===== config.mk =====
export PLATFORM = sky130hd
export DESIGN_NAME = lru_page_replacement
export DESIGN_NICKNAME = d
export VERILOG_FILES = /design/src/rtl/lrupr_pkg.sv /design/src/rtl/lru_page_replacement.sv /design/src/rtl/lrupr_frame_ram.sv
export SDC_FILE = /design/constraint.sdc
export NUM_CORES = 1
export LEC_CHECK = 0
export ABC_AREA = 1
export ABC_CLOCK_PERIOD_IN_PS = 10000
export CORE_ASPECT_RATIO = 1.75
export CORE_MARGIN = 1
export CORE_UTILIZATION = 50
export DETAILED_ROUTE_END_ITERATION = 7
export DONT_BUFFER_PORTS = 1
export GPL_TIMING_DRIVEN = 0
export PLACE_DENSITY = 0.7
export SETUP_SLACK_MARGIN = 0.5
export SYNTH_ARGS = -nofsm -noshare
export SYNTH_HDL_FRONTEND = slang
export SYNTH_SLANG_ARGS = --single-unit

===== constraint.sdc =====
create_clock -name clk -period 10 [get_ports clk]
set_input_delay 2 -clock clk [delete_from_list [all_inputs] [get_ports clk]]
set_output_delay 2 -clock clk [all_outputs]
set_load 0.05 [all_outputs]

===== src/rtl/lrupr_pkg.sv =====
// Shared constants for the LRU page replacement block.
package lrupr_pkg;

  localparam int STAMP_W     = 32;
  localparam int COUNT_W     = 32;
  localparam int CFG_W       = 4;
  localparam int IN_PAGE_W   = 16;
  localparam int OUT_FRAME_W = 3;
  localparam int OUT_PAGE_W  = 16;
  localparam int OUT_DATA_W  = 88;
  localparam int OUT_USER_W  = 2;

  localparam logic [CFG_W-1:0]   CFG_RESET = 4'd8;
  localparam logic [STAMP_W-1:0] STAMP_MAX = '1;
  localparam logic [COUNT_W-1:0] COUNT_MAX = '1;

endpackage


===== src/rtl/lru_page_replacement.sv =====
// LRU page replacement: one page reference in, one hit/fault result out.
// Each reference is handled in order: the frame memory is scanned one entry per cycle through its
// single read port over the clamped frames_in_use entries, the last read drains, and the chosen
// frame is written back. A new reference is taken only after the last one is written back, which
// waits while a finished result is still held waiting on out_tready.
// Reset (synchronous, rst_n low) clears all frames to empty, the stamp counter to one,
// both totals to zero and frames_in_use to 8; the frame memory itself is not cleared.
module lru_page_replacement
  import lrupr_pkg::*;
#(
  parameter int FRAMES    = 8,
  parameter int PAGE_BITS = 16
) (
  input  logic                  clk,
  input  logic                  rst_n,
  input  logic                  cfg_wr_en,
  input  logic [CFG_W-1:0]      cfg_wr_data,   // frames_in_use
  input  logic                  in_tvalid,
  output logic                  in_tready,
  input  logic [IN_PAGE_W-1:0]  in_tdata,      // page
  output logic                  out_tvalid,
  input  logic                  out_tready,
  // frame[2:0], evicted_page[18:3], fault_count[50:19], reference_count[82:51], zero fill
  output logic [OUT_DATA_W-1:0] out_tdata,
  output logic [OUT_USER_W-1:0] out_tuser      // hit[0], evicted_valid[1]
);

  localparam int IDXW = (FRAMES > 1) ? $clog2(FRAMES) : 1;
  localparam int CNTW = $clog2(FRAMES + 1);

  localparam logic [1:0] ST_IDLE = 2'd0;
  localparam logic [1:0] ST_SCAN = 2'd1;
  localparam logic [1:0] ST_UPD  = 2'd2;

  logic [1:0]           state_r, state_nxt;
  logic [CFG_W-1:0]     cfg_r;
  logic [FRAMES-1:0]    valid_r;
  logic [STAMP_W-1:0]   next_stamp_r;
  logic [COUNT_W-1:0]   faults_r;
  logic [COUNT_W-1:0]   refs_r;

  logic [PAGE_BITS-1:0] page_r;
  logic [CNTW-1:0]      active_r;
  logic [CNTW-1:0]      rd_cnt_r;
  logic                 rd_vld_r;
  logic [IDXW-1:0]      rd_idx_r;
  logic                 hit_r;
  logic [IDXW-1:0]      hit_idx_r;
  logic [IDXW-1:0]      min_idx_r;
  logic [STAMP_W-1:0]   min_stamp_r;
  logic [PAGE_BITS-1:0] min_page_r;

  logic                 out_valid_r;
  logic                 out_hit_r;
  logic                 out_ev_valid_r;
  logic [OUT_FRAME_W-1:0] out_frame_r;
  logic [OUT_PAGE_W-1:0]  out_ev_page_r;
  logic [COUNT_W-1:0]   out_faults_r;
  logic [COUNT_W-1:0]   out_refs_r;

  logic [CNTW-1:0]      active_cfg;
  logic                 rd_issue;
  logic [PAGE_BITS-1:0] rd_page;
  logic [STAMP_W-1:0]   rd_stamp;
  logic [STAMP_W-1:0]   stamp_eff;
  logic                 entry_valid;
  logic                 upd_go;
  logic [IDXW-1:0]      slot;
  logic                 ev_valid;
  logic                 in_xfer;

  // Clamp the frame count into the range one to FRAMES.
  always_comb begin
    if (cfg_r == '0) begin
      active_cfg = CNTW'(1);
    end else if (32'(cfg_r) > FRAMES) begin
      active_cfg = CNTW'(FRAMES);
    end else begin
      active_cfg = CNTW'(cfg_r);
    end
  end

  assign in_tready = (state_r == ST_IDLE);
  assign in_xfer   = in_tvalid && in_tready;
  assign rd_issue  = (state_r == ST_SCAN) && (rd_cnt_r < active_r);
  assign upd_go    = (state_r == ST_UPD) && (!out_valid_r || out_tready);

  // An empty frame reads as stamp zero, below every stored stamp, since stamps start at one.
  assign entry_valid = valid_r[rd_idx_r];
  assign stamp_eff   = entry_valid ? rd_stamp : '0;

  assign slot     = hit_r ? hit_idx_r : min_idx_r;
  assign ev_valid = !hit_r && valid_r[min_idx_r];

  always_comb begin
    state_nxt = state_r;
    case (state_r)
      ST_IDLE: begin
        if (in_xfer) begin
          state_nxt = ST_SCAN;
        end
      end
      ST_SCAN: begin
        if (!rd_issue && !rd_vld_r) begin
          state_nxt = ST_UPD;
        end
      end
      ST_UPD: begin
        if (upd_go) begin
          state_nxt = ST_IDLE;
        end
      end
      default: state_nxt = ST_IDLE;
    endcase
  end

  lrupr_frame_ram #(
    .DEPTH     (FRAMES),
    .PAGE_BITS (PAGE_BITS),
    .IDXW      (IDXW)
  ) u_ram (
    .clk      (clk),
    .wr_en    (upd_go),
    .wr_addr  (slot),
    .wr_page  (page_r),
    .wr_stamp (next_stamp_r),
    .rd_addr  (rd_cnt_r[IDXW-1:0]),
    .rd_page  (rd_page),
    .rd_stamp (rd_stamp)
  );

  // Control state.
  always_ff @(posedge clk) begin
    if (!rst_n) begin
      state_r      <= ST_IDLE;
      cfg_r        <= CFG_RESET;
      valid_r      <= '0;
      next_stamp_r <= STAMP_W'(1);
      faults_r     <= '0;
      refs_r       <= '0;
      rd_vld_r     <= 1'b0;
      out_valid_r  <= 1'b0;
    end else begin
      state_r  <= state_nxt;
      rd_vld_r <= rd_issue;
      if (cfg_wr_en) begin
        cfg_r <= cfg_wr_data;
      end
      if (upd_go) begin
        valid_r[slot] <= 1'b1;
        if (next_stamp_r != STAMP_MAX) begin
          next_stamp_r <= next_stamp_r + 1'b1;
        end
        if (!hit_r && faults_r != COUNT_MAX) begin
          faults_r <= faults_r + 1'b1;
        end
        if (refs_r != COUNT_MAX) begin
          refs_r <= refs_r + 1'b1;
        end
        out_valid_r <= 1'b1;
      end else if (out_tready) begin
        out_valid_r <= 1'b0;
      end
    end
  end

  // Scan datapath and result register.
  always_ff @(posedge clk) begin
    if (in_xfer) begin
      page_r   <= PAGE_BITS'(in_tdata);
      active_r <= active_cfg;
      rd_cnt_r <= '0;
      hit_r    <= 1'b0;
    end else if (rd_issue) begin
      rd_cnt_r <= rd_cnt_r + 1'b1;
    end
    rd_idx_r <= rd_cnt_r[IDXW-1:0];

    if (rd_vld_r) begin
      // First match wins; least stamp keeps the lowest index on ties.
      if (entry_valid && rd_page == page_r && !hit_r) begin
        hit_r     <= 1'b1;
        hit_idx_r <= rd_idx_r;
      end
      if (rd_idx_r == '0 || stamp_eff < min_stamp_r) begin
        min_idx_r   <= rd_idx_r;
        min_stamp_r <= stamp_eff;
        min_page_r  <= rd_page;
      end
    end

    if (upd_go) begin
      out_hit_r      <= hit_r;
      out_frame_r    <= OUT_FRAME_W'(slot);
      out_ev_valid_r <= ev_valid;
      out_ev_page_r  <= ev_valid ? OUT_PAGE_W'(min_page_r) : '0;
      out_faults_r   <= (!hit_r && faults_r != COUNT_MAX) ? faults_r + 1'b1 : faults_r;
      out_refs_r     <= (refs_r != COUNT_MAX) ? refs_r + 1'b1 : refs_r;
    end
  end

  assign out_tvalid = out_valid_r;
  assign out_tdata  = {5'd0, out_refs_r, out_faults_r, out_ev_page_r, out_frame_r};
  assign out_tuser  = {out_ev_valid_r, out_hit_r};

endmodule


===== src/rtl/lrupr_frame_ram.sv =====
// Frame table memory: page number and use stamp per frame, registered read.
module lrupr_frame_ram
  import lrupr_pkg::*;
#(
  parameter int DEPTH     = 8,
  parameter int PAGE_BITS = 16,
  parameter int IDXW      = 3
) (
  input  logic                 clk,
  input  logic                 wr_en,
  input  logic [IDXW-1:0]      wr_addr,
  input  logic [PAGE_BITS-1:0] wr_page,
  input  logic [STAMP_W-1:0]   wr_stamp,
  input  logic [IDXW-1:0]      rd_addr,
  output logic [PAGE_BITS-1:0] rd_page,
  output logic [STAMP_W-1:0]   rd_stamp
);

  logic [PAGE_BITS+STAMP_W-1:0] mem [DEPTH];
  logic [PAGE_BITS+STAMP_W-1:0] rd_data_r;

  always_ff @(posedge clk) begin
    if (wr_en) begin
      mem[wr_addr] <= {wr_page, wr_stamp};
    end
    rd_data_r <= mem[rd_addr];
  end

  assign rd_page  = rd_data_r[PAGE_BITS+STAMP_W-1:STAMP_W];
  assign rd_stamp = rd_data_r[STAMP_W-1:0];

endmodule


==> flow_metrics.tcl <==
set metrics [dict create \
    cp_max_fo 31 \
    hold_buffers 0 \
    clockBufferDepth 3 \
    critPathKind "flip-flop to flip-flop" \
    synth_top_cell_by_area "edfxtp_1" \
    start_util_pct 50.79 \
    clk_latency_ns 0.63 \
    n_antenna_cell 0 \
    postSynthCellCount 2661 \
    ys.warnings.count 0 \
    viasPerCell 5.625 \
    power_density_nw_per_um2 196.3 \
    arrival_ns 4.70 \
    setup_viol 0 \
    cts_sinks 711 \
    synth_seq_cells 711 \
    rsz0062_at_grt "false" \
    status "finished, final reports clean" \
    synthTopCellsByArea "edfxtp_1, dfxtp_1, nor2_1, o21ai_0, inv_1" \
    fin_area_sq_um 32710 \
    fp.dieW_um 184.6 \
    irDropWorstVdd_mv 0.1567 \
    cts_tree "built" \
    grt_remaining_overflow 0 \
    remaining_drc_errors 0 \
    synth-seq-area-share_pct 67.38 \
    grt_pass1_wl_um 114000 \
    vias 20043 \
    grt_use_total_pct 25.68 \
    yosysUniqueCellTypes 60 \
    worstSetupStartpointType "flip-flop" \
    required_ns 10.31 \
    grt_pass1_vias 20448 \
    io_buffers 0 \
    drt_iter0_markers 1698 \
    cts_setup_buffers 0 \
    dr.pass1.iters 7 \
    place_hpwl_um 53530 \
    coreArea_sq_um 57480 \
    dieArea_sq_um 59390 \
    cts_buffers 60 \
    fmax_mhz 228.1 \
    yosysMostFrequentCell "edfxtp_1" \
    wire_per_inst_um 21.15 \
    nets 2807 \
    async_flop_share_pct 0 \
    slew_headroom_pct 17.98 \
    globalplace.congestion 0.9515 \
    fin_tns_setup_ns 0 \
    total_leakage_power_nw 11.91 \
    hold_viol 0 \
    fin_skew_ns 0.02878 \
    io_pins 117 \
    synth.cells.most_frequent "edfxtp_1, nor2_1, inv_1, o21ai_0, nand2_1" \
    clkTransAtPathRegs_ns 0.07 \
    ys.flop_type "edfxtp_1" \
    syn-cell-area_sq_um 29190 \
    detailed_place.area_sq_um 30600 \
    endpoint_kind "flip-flop" \
    fin_crit_ns 4.384 \
    tightest_slew_ns 1.226 \
    syn_avg_cell_area_sq_um 10.97 \
    dieHeight_um 321.6 \
    antenna_found_initial 0 \
    area_growth_syn_to_layout_pct 12.05 \
    grt_start_max_net_pins 40 \
    yosysTopAreaCellShare_pct 55.86 \
    rows 116 \
    antenna_left 0 \
    drv_slew 0 \
    cts_resized 0 \
    synth-edff-count 543 \
    drv_cap 0 \
    h-tree-depth 2 \
    drive_gt1_share_pct 8.369 \
    root_buffer "clkbuf_16" \
    hold_class "flip-flop to flip-flop" \
    wl_um 75350 \
    period_share_pct 43.84 \
]
-- worst paths after layout --
path / slack (ns) / cells past startpoint / startpoint / to
hold reg to reg: 0.44 / 0 / u_ram.rd_data_r[39] / min_page_r[7]
hold / removal: 0.44 / 0 / u_ram.rd_data_r[39] / min_page_r[7]
setup reg to reg: 5.62 / 15 / rd_idx_r[0] / min_stamp_r[10]
setup / recovery: 5.62 / 15 / rd_idx_r[0] / min_stamp_r[10]
-- final cells by class --
type	count	area, sq um
Clock buffer	80	1805
Tap cell	767	959.7
Sequential cell	711	19670
Timing Repair Buffer	17	362.8
Buffer	117	504.2
Fill cell	4805	24770
Inverter	291	1095
Clock inverter	34	300.3
Multi-Input combinational cell	1546	8009
-- cell families (layout without fill, tap and decap cells) --
kind of cell	Yosys count	after routing	synth area share, %
flip-flops	711	711	67.38
AO/OA/AOI/OAI	512	512	9.495
AND/OR/NAND/NOR	921	921	13.78
buffers and inverters	408	539	5.474
adder cells (fa/ha/maj)	38	38	1.629
other	1	5	0.01285
XOR/XNOR	70	70	2.229
-- metal layers --
metal | vias to the layer above | share of wire (%) | track usage, %
met3 | 248 | 5.9 | 3.347
li1 | 9309 | - | -
met4 | 0 | 5.8 | 14.33
met1 | 9656 | 34 | 26.24
met2 | 830 | 54 | 49.35
met5 | - | 0 | 0
-- worst max-delay path, stage by stage (launching register included) --
cell,delay [ns]
dfxtp_1,0.47
o21ai_0,0.18
nand2_1,0.09
nand3_1,0.11
nand2_1,0.17
clkbuf_1,0.64
nor2_1,0.13
ha_1,0.37
a21oi_1,0.19
o21a_1,0.15
a21oi_1,0.08
nor4_1,0.15
a21boi_0,0.22
nand2_1,0.14
a21oi_4,0.68
buf_12,0.29
-- sequential cells by signal, indices dropped and copies added, names as in the netlist, 32 cells and up --
name and count:
faults_r 32, min_stamp_r 32, next_stamp_r 32, out_faults_r 32, out_refs_r 32, refs_r 32, u_ram.mem 384, u_ram.rd_data_r 48
-- stage by stage --
step	cells	hold WS, ns	power (mW)	util, %	setup WS, ns
6_report	3563	0.4442	6.421	56.90	5.616
4_1_cts	3563	0.4414	6.444	56.90	5.554
5_1_grt	3563	0.4504	6.638	56.90	5.244
3_3_place_gp	3432	0.4167	4.029	52.48	2.211
2_1_floorplan	2665	0.3696	3.803	-	4.760
3_5_place_dp	3449	0.4267	4.050	53.24	5.207
-- power by group --
group / switching (mW) / leakage, nW / internal, mW
Sequential: 0.0933 / 6.38 / 3.27
Combinational: 0.454 / 4.50 / 0.181
Clock: 1.10 / 1.03 / 1.32
Total: 1.65 / 11.9 / 4.77
-- cell usage in the layout, fill, tap and decap left out, types with 46 or more instances in the layout --
cell type	synthesis	layout
a21oi_1	94	93
a31oi_1	54	54
clkbuf_1	78	83
clkbuf_16	0	67
dfxtp_1	168	168
edfxtp_1	543	543
inv_1	276	276
nand2_1	220	220
nand3_1	46	46
nor2_1	510	502
o21ai_0	263	263
o22ai_1	53	53
xor2_1	57	57
No activity file was read; power rests on OpenSTA's default activity.
